==> config.mk <==
export PLATFORM = sky130hd
export DESIGN_NAME = close_variant_window_mask
export DESIGN_NICKNAME = d
export VERILOG_FILES = /design/src/rtl/core/cvwm_pkg.sv /design/src/rtl/core/cvwm_cell.sv /design/src/rtl/core/close_variant_window_mask.sv
export SDC_FILE = /design/constraint.sdc
export NUM_CORES = 1
export LEC_CHECK = 0
export BUFFER_PORTS_ARGS = -buffer_cell sky130_fd_sc_hd__buf_4
export CAP_MARGIN = 20
export CORE_MARGIN = 2
export CORE_UTILIZATION = 42
export DETAILED_ROUTE_END_ITERATION = 7
export HOLD_SLACK_MARGIN = 0.08
export PLACE_DENSITY_LB_ADDON = 0.3
export SLEW_MARGIN = 5
export SYNTH_ARGS = -nofsm -noshare
export SYNTH_HDL_FRONTEND = slang
export SYNTH_SLANG_ARGS = --single-unit
==> constraint.sdc <==
create_clock -name clock -period 4.6 [get_ports clock]
set_clock_uncertainty 0.15 [all_clocks]
set_input_delay 0 -clock clock [delete_from_list [all_inputs] [get_ports clock]]
set_output_delay 0 -clock clock [all_outputs]
set_load 0.05 [all_outputs]
==> src/rtl/core/cvwm_pkg.sv <==
// ----------------------------------------------------------------------------
// cvwm_pkg
// Shared constants and types of the close variant window mask block.
// ----------------------------------------------------------------------------
package cvwm_pkg;

   localparam int MAX_WINDOW_DEF = 16;
   localparam int BASE_W         = 8;
   localparam int WINDOW_W       = 5;
   localparam int CSR_ADDR_W     = 3;
   localparam int CSR_DATA_W     = 32;

   localparam logic [BASE_W-1:0]   BASE_N       = 8'h4E;
   localparam logic [WINDOW_W-1:0] WINDOW_RESET = 5'd5;

   // Register indexes, taken from paddr[2]
   localparam logic REG_WINDOW = 1'b0;

   typedef enum logic {
      ST_IDLE,
      ST_EMIT
   } state_type;

   // Contents of one cell of the holding chain
   typedef struct packed {
      logic [BASE_W-1:0] base;
      logic              diff;
      logic              barrier;   // a newer held position starts a chromosome
   } cell_state_type;

   typedef struct packed {
      logic shift;
      logic insert;
      logic mask;
      logic new_start;
   } cell_ctrl_type;

   typedef struct packed {
      logic [BASE_W-1:0] base;
      logic              diff;
   } entry_type;

endpackage

==> src/rtl/core/cvwm_cell.sv <==
// ----------------------------------------------------------------------------
// cvwm_cell
// One position of the holding chain: takes its newer neighbour on a shift,
// takes a new position on insert, and is masked to 'N' on a close cluster.
// ----------------------------------------------------------------------------
module cvwm_cell
   import cvwm_pkg::*;
(
   input  logic           clock,
   input  logic           reset,
   input  cell_ctrl_type  ctrl,
   input  entry_type      entry,
   input  cell_state_type nbr,
   output cell_state_type cell_out
);

   cell_state_type cell_ff;
   cell_state_type cell_in;
   logic           flag_rst_ff;

   always_comb begin
      cell_in = cell_ff;
      if (ctrl.shift) begin
         cell_in = nbr;
      end else begin
         if (ctrl.insert) begin
            cell_in.base    = entry.base;
            cell_in.diff    = entry.diff;
            cell_in.barrier = 1'b0;
         end else begin
            cell_in.barrier = cell_ff.barrier | ctrl.new_start;
         end
         if (ctrl.mask) begin
            cell_in.base = BASE_N;
         end
      end
   end

   // Payload needs no reset; the flag bits are cleared.
   always_ff @(posedge clock) begin
      cell_ff.base <= cell_in.base;
      if (reset) begin
         cell_ff.diff    <= 1'b0;
         cell_ff.barrier <= 1'b0;
      end else begin
         cell_ff.diff    <= cell_in.diff;
         cell_ff.barrier <= cell_in.barrier;
      end
   end

   always_ff @(posedge clock) begin
      if (reset) begin
         flag_rst_ff <= 1'b1;
      end else begin
         flag_rst_ff <= 1'b0;
      end
   end

   // A cell just out of reset reports cleared flags on every field but the base.
   always_comb begin
      cell_out         = cell_ff;
      cell_out.diff    = cell_ff.diff & ~flag_rst_ff;
      cell_out.barrier = cell_ff.barrier & ~flag_rst_ff;
   end

endmodule

==> src/rtl/core/close_variant_window_mask.sv <==
// ----------------------------------------------------------------------------
// close_variant_window_mask
// Holds recent genome positions in a chain of cells and masks sample bases of
// clusters of close differences before emitting them in order.
// ----------------------------------------------------------------------------
//   Channel   Direction   Contents
//   req_      in          ref_base, sample_base, chrom_start, last_in
//   rsp_      out         base_out, last_out
//   csr_      in/out      window_size at byte address 0
//
// A request is taken while the block is idle, with the look-back and masking
// over all cells done at once; it then releases n held positions, one per
// cycle while the response is not stalled, by shifting the chain (n is 1 in
// the steady state, 0 while the window fills, up to MAX_WINDOW on a flush). New
// requests wait while the chain is emitting. A stalled response holds the
// chain. Reset is synchronous and needs no clearing pass.
// ----------------------------------------------------------------------------
module close_variant_window_mask
   import cvwm_pkg::*;
#(
   parameter int MAX_WINDOW = MAX_WINDOW_DEF
)
(
   input  logic                  clock,
   input  logic                  reset,

   input  logic                  req_valid,
   output logic                  req_ready,
   input  logic [BASE_W-1:0]     req_ref_base,
   input  logic [BASE_W-1:0]     req_sample_base,
   input  logic                  req_chrom_start,
   input  logic                  req_last_in,

   output logic                  rsp_valid,
   input  logic                  rsp_ready,
   output logic [BASE_W-1:0]     rsp_base_out,
   output logic                  rsp_last_out,

   input  logic                  csr_psel,
   input  logic                  csr_penable,
   input  logic                  csr_pwrite,
   input  logic [CSR_ADDR_W-1:0] csr_paddr,
   input  logic [CSR_DATA_W-1:0] csr_pwdata,
   output logic [CSR_DATA_W-1:0] csr_prdata,
   output logic                  csr_pready
);

   localparam int CW = $clog2(MAX_WINDOW + 1);

   state_type             state_ff, state_in;
   logic [CW-1:0]         count_ff, count_in;
   logic [CW-1:0]         remain_ff, remain_in;
   logic                  flush_ff, flush_in;
   logic                  rsp_valid_ff, rsp_valid_in;
   logic [BASE_W-1:0]     rsp_base_ff, rsp_base_in;
   logic                  rsp_last_ff, rsp_last_in;
   logic [WINDOW_W-1:0]   window_ff;

   logic [CW-1:0]         w_eff;
   logic                  accept;
   logic                  emit_go;
   logic                  new_diff;
   logic [CW-1:0]         count_new;
   logic [CW-1:0]         n_out;

   logic [MAX_WINDOW-1:0] scope_vec;
   logic [MAX_WINDOW-1:0] dv_vec;
   logic [MAX_WINDOW-1:0] dv_old;
   logic [MAX_WINDOW-1:0] dv_neg;
   logic [MAX_WINDOW-1:0] mask_vec;
   logic                  cluster;

   cell_state_type        cell_q [MAX_WINDOW+1];
   cell_ctrl_type         ctrl_q [MAX_WINDOW];
   entry_type             entry;

   // ---------------------------------------------------------------- config
   always_ff @(posedge clock) begin
      if (reset) begin
         window_ff <= WINDOW_RESET;
      end else if (csr_psel && csr_penable && csr_pwrite && csr_paddr[2] == REG_WINDOW) begin
         window_ff <= csr_pwdata[WINDOW_W-1:0];
      end
   end

   assign csr_pready = 1'b1;
   assign csr_prdata = (csr_paddr[2] == REG_WINDOW) ?
                       {{(CSR_DATA_W-WINDOW_W){1'b0}}, window_ff} : '0;

   always_comb begin
      if (window_ff == '0) begin
         w_eff = CW'(1);
      end else if (int'(window_ff) > MAX_WINDOW) begin
         w_eff = CW'(MAX_WINDOW);
      end else begin
         w_eff = CW'(window_ff);
      end
   end

   // ------------------------------------------------------------- look-back
   assign accept   = req_valid && req_ready;
   assign new_diff = (req_ref_base != BASE_N) && (req_sample_base != BASE_N) &&
                     (req_ref_base != req_sample_base);
   assign entry    = '{base: req_sample_base, diff: new_diff};

   // The cells in scope form a contiguous run ending at the new position.
   for (genvar k = 0; k < MAX_WINDOW; k++) begin : g_scope
      always_comb begin
         if (count_ff == CW'(k)) begin
            scope_vec[k] = 1'b1;
            dv_vec[k]    = new_diff;
         end else begin
            scope_vec[k] = (k < int'(count_ff)) &&
                           !(cell_q[k].barrier || req_chrom_start) &&
                           ((int'(count_ff) - k) < int'(w_eff));
            dv_vec[k]    = scope_vec[k] && cell_q[k].diff;
         end
      end
   end

   assign dv_old   = dv_vec & ~(MAX_WINDOW'(1) << count_ff);
   assign cluster  = new_diff && (|dv_old);
   // Setting every bit at and above the lowest differing position in scope.
   assign dv_neg   = ~dv_vec + MAX_WINDOW'(1);
   assign mask_vec = (dv_vec | dv_neg) & scope_vec & {MAX_WINDOW{cluster}};

   assign count_new = count_ff + CW'(1);

   always_comb begin
      if (req_last_in) begin
         n_out = count_new;
      end else if (count_new > w_eff - CW'(1)) begin
         n_out = count_new - (w_eff - CW'(1));
      end else begin
         n_out = '0;
      end
   end

   // ------------------------------------------------------------ cell chain
   assign cell_q[MAX_WINDOW] = '0;

   for (genvar k = 0; k < MAX_WINDOW; k++) begin : g_cell
      assign ctrl_q[k] = '{shift:     emit_go,
                           insert:    accept && (count_ff == CW'(k)),
                           mask:      accept && mask_vec[k],
                           new_start: accept && req_chrom_start};

      cvwm_cell u_cell (
         .clock    (clock),
         .reset    (reset),
         .ctrl     (ctrl_q[k]),
         .entry    (entry),
         .nbr      (cell_q[k+1]),
         .cell_out (cell_q[k])
      );
   end

   // --------------------------------------------------------------- control
   assign emit_go = (state_ff == ST_EMIT) && (!rsp_valid_ff || rsp_ready);

   always_ff @(posedge clock) begin
      if (reset) begin
         state_ff     <= ST_IDLE;
         count_ff     <= '0;
         remain_ff    <= '0;
         flush_ff     <= 1'b0;
         rsp_valid_ff <= 1'b0;
      end else begin
         state_ff     <= state_in;
         count_ff     <= count_in;
         remain_ff    <= remain_in;
         flush_ff     <= flush_in;
         rsp_valid_ff <= rsp_valid_in;
      end
   end

   always_ff @(posedge clock) begin
      rsp_base_ff <= rsp_base_in;
      rsp_last_ff <= rsp_last_in;
   end

   always_comb begin
      state_in     = state_ff;
      count_in     = count_ff;
      remain_in    = remain_ff;
      flush_in     = flush_ff;
      rsp_valid_in = rsp_valid_ff && !rsp_ready;
      rsp_base_in  = rsp_base_ff;
      rsp_last_in  = rsp_last_ff;
      req_ready    = 1'b0;
      case (state_ff)
         ST_IDLE: begin
            req_ready = 1'b1;
            if (accept) begin
               count_in  = count_new;
               remain_in = n_out;
               flush_in  = req_last_in;
               if (n_out != '0) begin
                  state_in = ST_EMIT;
               end
            end
         end
         ST_EMIT: begin
            if (emit_go) begin
               rsp_valid_in = 1'b1;
               rsp_base_in  = cell_q[0].base;
               rsp_last_in  = flush_ff && (remain_ff == CW'(1));
               count_in     = count_ff - CW'(1);
               remain_in    = remain_ff - CW'(1);
               if (remain_ff == CW'(1)) begin
                  state_in = ST_IDLE;
               end
            end
         end
         default: begin
            state_in = ST_IDLE;
         end
      endcase
   end

   assign rsp_valid    = rsp_valid_ff;
   assign rsp_base_out = rsp_base_ff;
   assign rsp_last_out = rsp_last_ff;

   // ------------------------------------------------------------ assertions
   a_count_bound: assert property (@(posedge clock) disable iff (reset)
      (state_ff == ST_IDLE) |-> (int'(count_ff) <= MAX_WINDOW - 1))
      else $error("held count exceeds the chain length");

   a_remain_bound: assert property (@(posedge clock) disable iff (reset)
      (state_ff == ST_EMIT) |-> (remain_ff != '0 && remain_ff <= count_ff))
      else $error("emission count out of step with held count");

   a_flush_emits: assert property (@(posedge clock) disable iff (reset)
      (req_valid && req_ready && req_last_in) |=> (state_ff == ST_EMIT && flush_ff))
      else $error("final request did not start a flush");

endmodule

==> results of run 1 <==
worst paths after layout:
check | start | end | slack [ns] | cells past startpoint
setup / recovery | window_ff[4] | g_cell[3].u_cell.cell_out[8] | 0.20 | 15
hold / removal | csr_paddr[2] | csr_prdata[4] | 0.18 | 3
setup reg to reg | window_ff[4] | g_cell[3].u_cell.cell_out[8] | 0.20 | 15
hold reg to reg | g_cell[0].u_cell.cell_out[5] | rsp_base_out[3] | 0.27 | 0
cells in the mapped netlist (all sizes together) (4+ instances only):
cell / count
a21oi: 155
edfxtp: 129
nand2: 126
nor2: 109
ha: 81
clkbuf: 67
dfxtp: 59
a211o: 53
inv: 46
o21ai: 46
buf: 44
a211oi: 23
nor2b: 22
nand3: 21
nor3: 20
xnor2: 20
and3: 16
and2: 14
nand4: 13
or2: 12
xor2: 12
mux2i: 11
a21o: 9
a22o: 9
nand3b: 9
nand2b: 8
a21boi: 7
nor4: 7
o31ai: 7
o211ai: 6
a31oi: 5
o221ai: 5
a2111oi: 4
and3b: 4
nor3b: 4
o2111ai: 4
o22ai: 4
cell families after synthesis:
logic type	Yosys count	synth area share
buffers and inverters	159	0.0631
adder cells (fa/ha/maj)	82	0.0889
multiplexers	11	0.00947
AND/OR/NAND/NOR	400	0.167
XOR/XNOR	32	0.0241
flip-flops	188	0.435
other	2	0.000646
AO/OA/AOI/OAI	370	0.211
state kept, by name, indices dropped and copies added, names as in the netlist:
register / count
count_ff: 5
flush_ff: 1
g_cell.u_cell.cell_ff: 32
g_cell.u_cell.cell_out: 128
g_cell.u_cell.flag_rst_ff: 1
remain_ff: 5
rsp_base_out: 8
rsp_last_out: 1
rsp_valid: 1
state_ff: 1
window_ff: 5
cell type report:
| cell class | instances | area [sq um] | area share |
|---|---|---|---|
| repair buffers | 137 | 1100 | 0.0819 |
| diodes | 1 | 2.50 | 0.000186 |
| inverters | 48 | 183 | 0.0136 |
| clock buffers | 18 | 450 | 0.0335 |
| multi-input cells | 924 | 6040 | 0.449 |
| well taps | 341 | 427 | 0.0317 |
| flip-flops and latches | 188 | 5050 | 0.376 |
| clock inverters | 14 | 201 | 0.0150 |
timing repair:
item | 4_1_cts | 5_1_grt
hold buffers | 28 | 0
pin swaps | 0 | 2
hold endpoints to repair | 70 | 0
setup buffers | 0 | 1
setup endpoints to repair | 38 | 232
resized for setup | 1 | 25
cloned | 0 | 1
routing by layer:
layer  global-route usage  wire length (um)
met1                0.306             14400
met2                0.394             15900
met3               0.0305              1970
met4               0.0803              1050
met5                    0                 0
power groups by stage:
stage	clock network (mW)	logic, mW	registers [mW]
4_1_cts	1.65	5.14	3.13
3_3_place_gp	0	4.99	3.15
2_1_floorplan	0	3.54	3.17
3_5_place_dp	0	5.09	3.16
5_1_grt	1.71	5.95	3.19
6_report	1.61	5.42	3.12
worst max-delay path, stage by stage, from the launching register on:
cell	delay, ns
dfxtp_1	0.38
inv_1	0.25
nand2_1	0.14
ha_1	0.32
or3b_1	0.41
a211oi_2	0.28
nor3_1	0.11
a31oi_1	0.33
buf_4	0.20
nor2_1	0.05
a211oi_1	0.24
and4bb_2	0.35
o2111ai_4	0.23
and4_1	0.30
buf_4	0.18
a211o_1	0.23
per-stage QoR:
step | setup TNS [ns] | hold slack [ns] | instances | total power [mW]
after floorplan | 0 | -0.122 | 1270 | 6.71
after global placement | 0 | 0.0786 | 1607 | 8.14
after detailed placement | -0.782 | 0.0893 | 1607 | 8.25
after CTS | 0 | 0.179 | 1667 | 9.92
after global routing | 0 | 0.193 | 1670 | 10.9
final | 0 | 0.177 | 1671 | 10.1
==> flow_summary.toml, run 1 <==
[power]
peakVddDrop_mv = 0.505
power.density_nw_per_um2 = 754
leakage_nw = 5.56
swShare = 0.444
seqPwrFrac = 0.307
power_frac_comb = 0.534
power_frac_clock = 0.159
netSwitchingPower_mw = 4.50
intPower_mw = 5.65

[worst_hold_path]
worst_hold_path_type = "in -> out"

[detailed_routing]
drtAntennaViolNets = 0
num_vias = 9828
wire_per_inst_um = 19.9
drt_iter0_markers = 883
via_per_inst = 5.88
post-route-drc-count = 0
first_pass_iters = 5
wl_um = 33300

[cts]
insertion_delay_ns = 0.45
cts_root_buf = "clkbuf_16"
cts_max_level = 4
cts_tree = "done"
ctsLongestPathBuffers = 2
clock_sinks = 188
cts_made_buffers = 17
cts.clk_slew.worst_paths_ns = 0.09

[yosys]
synthArstFlopShare = 0
yosysTopAreaCell = "edfxtp_1"
synth.distinct_cells = 80
synth_edf_count = 129
ys.flop_type = "edfxtp_1"
netlist_area_sq_um = 11600
synth_area_leaders = "edfxtp_1 33%, dfxtp_1 10%, ha_1 8.7%"
postSynthCellCount = 1244
syn_avg_cell_area_sq_um = 9.34
ys_ff_latch = 188
seq_area_frac_synth = 0.435
synth_warnings = 0
synth_top_area_share = 0.333

[place]
hpwl_um = 23800
io_buffers = 46
dpl_worst_slack_ns = -0.0658
gp_congestion = 0.974
place_area_sq_um = 12400

[worst_setup_path]
cp.arrival_ns = 4.44
cp.required_ns = 4.64
critPathLaunchType = "flip-flop"
worst-setup-path-type = "reg -> reg"
cp_max_fo = 8
cp-end-kind = "flip-flop"

[sta]
max_freq_mhz = 228
relSlewSlack = 0.358
fin_crit_sh = 0.956
rsz0062_at_grt = "false"
worstMarginPinSlew_ns = 0.960
slew_violations = 0
period_needed_ns = 4.40
setup_viol = 0
setup_ws_ns = 0.205
hold_viol_final = 0

[floorplanning]
dieHeight_um = 170
die_w_um = 170
die_area_sq_um = 29000
io_pins = 104
start_util = 0.430
core_area_sq_um = 27000
rows = 60

[status]
status = "finished, final reports clean"

[finish]
n_fill_cell = 2488
fin_util = 0.498
drive_gt1_frac = 0.137
nNetsFinal = 1458
final_area_sq_um = 13500
final_common_cell = "a21oi_1"
area_delta_synth_final_pct = 15.8
layout_common_cells = "154 x a21oi_1, 129 x edfxtp_1, 123 x nand2_1, 108 x nor2_1, 108 x buf_4"

[global_route]
grt_pass1_wl_um = 52700
grt_max_degree = 92
grt_overflow = 0
track_usage = 0.232
antenna_found_initial = 1
grt_pass1_vias = 9589

[run]
drv_cap = 0
Note: power is estimated with default switching activity, not from simulation.
==> inputs of run 2 (changes only) <==
CORE_ASPECT_RATIO = 1.75   (was unset)
==> run 2 against run 1 <==
Against the previous run: global-route usage rose by 2.7 points; largest power group unchanged; sequential cell count is the same; die area is 0.18% higher; power grew 0.11%; first-iteration DRC count did not move; utilization decreased by 0.12 points.
==> flow_summary.toml, run 2 (synthesis gave the netlist of run 1 again) <==
[floorplanning]
rows = 80
dieHeight_um = 224
die_w_um = 130
start_util = 0.427
io_pins = 104
core_area_sq_um = 27200
die_area_sq_um = 29100

[finish]
instances_no_fill = 1723
antenna_cells = 0
nNetsFinal = 1484
final_area_sq_um = 13500
layout_common_cells = "154 x a21oi_1, 134 x buf_4, 129 x edfxtp_1, 126 x nand2_1, 108 x nor2_1"
area_delta_synth_final_pct = 16.4
fin_util = 0.497
drive_gt1_frac = 0.137
n_fill_cell = 2609
largest_reg_flops = 128
final_common_cell = "a21oi_1"

[sta]
worstMarginPinSlew_ns = 0.810
max_freq_mhz = 230
fin_crit_sh = 0.946
hold_viol_final = 0
period_needed_ns = 4.35
finalSetupTns_ns = 0
setup_viol = 0
slew_violations = 0
relSlewSlack = 0.458
rsz0062_at_grt = "true"

[cts]
cts_root_buf = "clkbuf_16"
cts.clk_slew.worst_paths_ns = 0.07
clock_sinks = 188
ctsLongestPathBuffers = 2
insertion_delay_ns = 0.46
cts_max_level = 4
cts_made_buffers = 17
cts_tree = "done"

[detailed_routing]
first_pass_iters = 7
via_per_inst = 5.81
drt_iter0_markers = 883
wl_um = 36800
wire_per_inst_um = 21.3
num_vias = 10019
drtAntennaViolNets = 0
post-route-drc-count = 0

[worst_setup_path]
cp-end-kind = "flip-flop"
timing.reg2reg.setup_slack_ns = 0.25
rr_worst_depth = 14
cp.arrival_ns = 4.36
worst-setup-path-type = "reg -> reg"
critPathLaunchType = "flip-flop"
cp.required_ns = 4.61
cp_max_fo = 17

[place]
gp_congestion = 1.05
place_inst = 1660
io_buffers = 46
hpwl_um = 27600
place_area_sq_um = 12600

[global_route]
grt_overflow = 0
antenna_found_initial = 0
track_usage = 0.260
grt_pass1_wl_um = 56800
grt_pass1_vias = 10241
grt_max_degree = 58

[status]
status = "finished, final reports clean"

[worst_hold_path]
min_path_cells = 3
worst_hold_path_type = "in -> out"

[power]
leakage_nw = 5.64
power.density_nw_per_um2 = 751
power_mw = 10.2
peakVddDrop_mv = 0.380

[run]
drv_cap = 0
run 2: cell count changes in the layout (fill, tap and decap cells not counted), sizes merged, moves of 2 or more:
cell,before,now
buf,109,136
clkinv,7,10
clkinvlp,0,2
inv,55,49
run 2: area by class of cell:
class / count / area [sq um] / share of cell area
Tap cell: 369 / 462 / 0.0341
Timing Repair Buffer: 164 / 1330 / 0.0981
Sequential cell: 188 / 5050 / 0.374
Clock inverter: 14 / 120 / 0.00888
Clock buffer: 17 / 425 / 0.0315
Multi-Input combinational cell: 923 / 5950 / 0.440
Inverter: 48 / 186 / 0.0138
run 2: worst max-delay path, stage by stage (launching register included):
cell and delay [ns]:
dfxtp_1 0.38, clkinvlp_4 0.22, buf_4 0.20, ha_1 0.30
or3b_1 0.49, a211oi_1 0.44, nor3_1 0.13, inv_1 0.13
a21oi_1 0.07, a2111oi_0 0.37, and4bb_1 0.27, o2111ai_2 0.15
buf_12 0.20, o2111a_1 0.14, a211o_1 0.42
run 2: report_power, final:
part | internal [mW] | total, mW | switching [mW]
sequential | 2.84 | 3.16 | 0.317
combinational | 2.08 | 5.58 | 3.50
clock | 0.744 | 1.42 | 0.674
run 2: repair_timing:
item,CTS,global route
endpoints found under the setup margin,0,138
buffers inserted,0,4
hold endpoints to repair,70,0
hold buffers,28,0
resized for setup,0,6
run 2: worst paths after layout:
| check | start | end |
|---|---|---|
| max reg2reg | count_ff[1] | g_cell[12].u_cell.cell_out[8] |
| min reg2reg | g_cell[0].u_cell.cell_out[2] | rsp_base_out[0] |
| max | count_ff[1] | g_cell[12].u_cell.cell_out[8] |
| min | csr_paddr[2] | csr_prdata[4] |
run 2: layer usage:
layer  vias to the layer above  GRT usage  share of wire  wire length (um)
met5                         -          0              0                 0
met4                         0      0.206          0.090              3330
met3                       169     0.0437          0.043              1590
met2                       403      0.469           0.53             19500
met1                      4774      0.254           0.34             12400
li1                       4673          -              -                 -
run 2: metrics by stage:
step	hold slack [ns]	setup slack, ns
2_1_floorplan	-0.122	0.193
3_3_place_gp	0.0815	0.229
3_5_place_dp	0.0890	0.186
4_1_cts	0.184	0.156
5_1_grt	0.204	-0.0171
6_report	0.179	0.246
==> inputs of run 3 (changes only) <==
CORE_MARGIN = 3   (was 2)
CTS_BUF_LIST = sky130_fd_sc_hd__clkbuf_2 sky130_fd_sc_hd__clkbuf_4 sky130_fd_sc_hd__clkbuf_8   (was unset)
CTS_CLUSTER_SIZE = 40   (was unset)
==> run 3 against run 2 <==
Against the previous run: utilization barely moved; via count rose by 0.58%; worst hold slack got worse by 0.00082 ns; non-clock buffer count up 20; wire length up 1.4%; design area about the same; clock power fell by 18%; setup slack got worse by 0.016 ns; die area up 2.4%; critical path type unchanged; critical endpoint is now g_cell[12].u_cell.cell_out[6].
==> flow_summary.toml, run 3 (synthesis gave the netlist of run 1 again) <==
[sta]
worstMarginPinSlew_ns = 0.901
rsz0062_at_grt = "false"
finalSetupTns_ns = 0
relSlewSlack = 0.399
setup_viol = 0
slew_violations = 0
hold_viol_final = 0
fin_crit_sh = 0.950
max_freq_mhz = 229
period_needed_ns = 4.37

[global_route]
track_usage = 0.249
grt_pass1_wl_um = 56800
grt_overflow = 0
antenna_found_initial = 0
grt_pass1_vias = 10235
grt_max_degree = 76

[floorplanning]
die_area_sq_um = 29800
io_pins = 104
die_w_um = 132
start_util = 0.427
core_area_sq_um = 27200
dieHeight_um = 226
rows = 80

[worst_hold_path]
worst_hold_path_type = "in -> out"
min_path_cells = 3
hp-start = "csr_paddr[2]"

[finish]
layout_common_cells = "154 x a21oi_1, 151 x buf_4, 129 x edfxtp_1, 126 x nand2_1, 108 x nor2_1"
antenna_cells = 0
largest_reg_flops = 128
final_common_cell = "a21oi_1"
n_fill_cell = 2664
drive_gt1_frac = 0.147
area_delta_synth_final_pct = 16.4
nNetsFinal = 1504

[status]
status = "finished, final reports clean"

[cts]
ctsLongestPathBuffers = 2
cts_tree = "done"
clock_sinks = 188
postCtsSetupBuffers = 0
insertion_delay_ns = 0.50
cts.clk_slew.worst_paths_ns = 0.11
cts_root_buf = "clkbuf_8"
cts_made_buffers = 17
cts_max_level = 4

[place]
hpwl_um = 28500
gp_congestion = 0.983
io_buffers = 46

[power]
peakVddDrop_mv = 0.390
power_mw = 9.97
power.density_nw_per_um2 = 737
leakage_nw = 5.67

[worst_setup_path]
cp.arrival_ns = 4.42
path_common_cell = "buf_4"
critPathLaunchType = "flip-flop"
critPathMaxStageDelay_ns = 0.44
path_cells = "clkinv_1, buf_4, xnor2_1, ha_1, a21oi_1, a21oi_1, nor4b_1, buf_4, a21boi_0, a2111oi_1, and4bb_1, o2111ai_2, buf_4, o2111a_1, a211o_1"
worst-setup-path-type = "reg -> reg"
crit_start = "count_ff[4]"
cp_max_fo = 14
rr_worst_depth = 15
r2r_start = "count_ff[4]"
slowest_stage = "a2111oi_1"
cp.required_ns = 4.65
cp-end-kind = "flip-flop"

[detailed_routing]
drtAntennaViolNets = 0
drt_iter0_markers = 825
first_pass_iters = 5
post-route-drc-count = 0
via_per_inst = 5.78
num_vias = 10077
wire_per_inst_um = 21.4
wl_um = 37300

[run]
drv_cap = 0
[run 3: per-layer routing]
layer / routed length, um / track usage
met4: 3270 / 0.205
met5: 0 / 0
met1: 12500 / 0.235
met3: 1370 / 0.0341
met2: 20100 / 0.473
[run 3: per-stage QoR]
| step | hold slack [ns] | area [sq um] | worst slack (ns) | utilization | cells |
|---|---|---|---|---|---|
| final | 0.179 | 13500 | 0.231 | 0.497 | 1744 |
| after global routing | 0.201 | 13500 | 0.00158 | 0.497 | 1744 |
| after CTS | 0.154 | 13500 | 0.203 | 0.496 | 1744 |
| after detailed placement | 0.0866 | 12800 | 0.254 | 0.470 | 1680 |
| after global placement | 0.0793 | 12800 | 0.312 | 0.470 | 1680 |
| after floorplan | -0.122 | 11700 | 0.193 | - | 1270 |
[run 3: repair_timing]
item / in CTS / in global routing
resized for setup: 0 / 3
endpoints found under the hold margin: 71 / 0
setup endpoints to repair: 0 / 185
hold buffers: 32 / 0
[run 3: final timing paths]
check | end | slack [ns]
min reg2reg | rsp_base_out[4] | 0.28
max reg2reg | g_cell[12].u_cell.cell_out[6] | 0.23
min | csr_prdata[4] | 0.18
max | g_cell[12].u_cell.cell_out[6] | 0.23
[run 3: layout make-up]
type,instances,area (sq um),share of cell area
Timing Repair Buffer,184,1470,0.109
Inverter,48,183,0.0135
Clock inverter,15,173,0.0128
Sequential cell,188,5050,0.374
Clock buffer,17,234,0.0173
Tap cell,369,462,0.0341
Multi-Input combinational cell,923,5940,0.439
[run 3: where the power goes]
| part | switching [mW] | leakage [nW] | internal [mW] | total (mW) |
|---|---|---|---|---|
| combinational | 3.54 | 3.77 | 2.12 | 5.65 |
| sequential | 0.311 | 1.70 | 2.84 | 3.15 |
| clock | 0.663 | 0.205 | 0.503 | 1.17 |
[run 3: critical path: cells and delay by family (launching register included)]
kind	cells	cell delay (ns)
AOI/OAI and AO/OA	7	1.74
buffers and inverters	4	1.00
and+or+nand+nor	2	0.40
DFF	1	0.35
adders and majority gates	1	0.29
xor gates and xnor gates	1	0.13
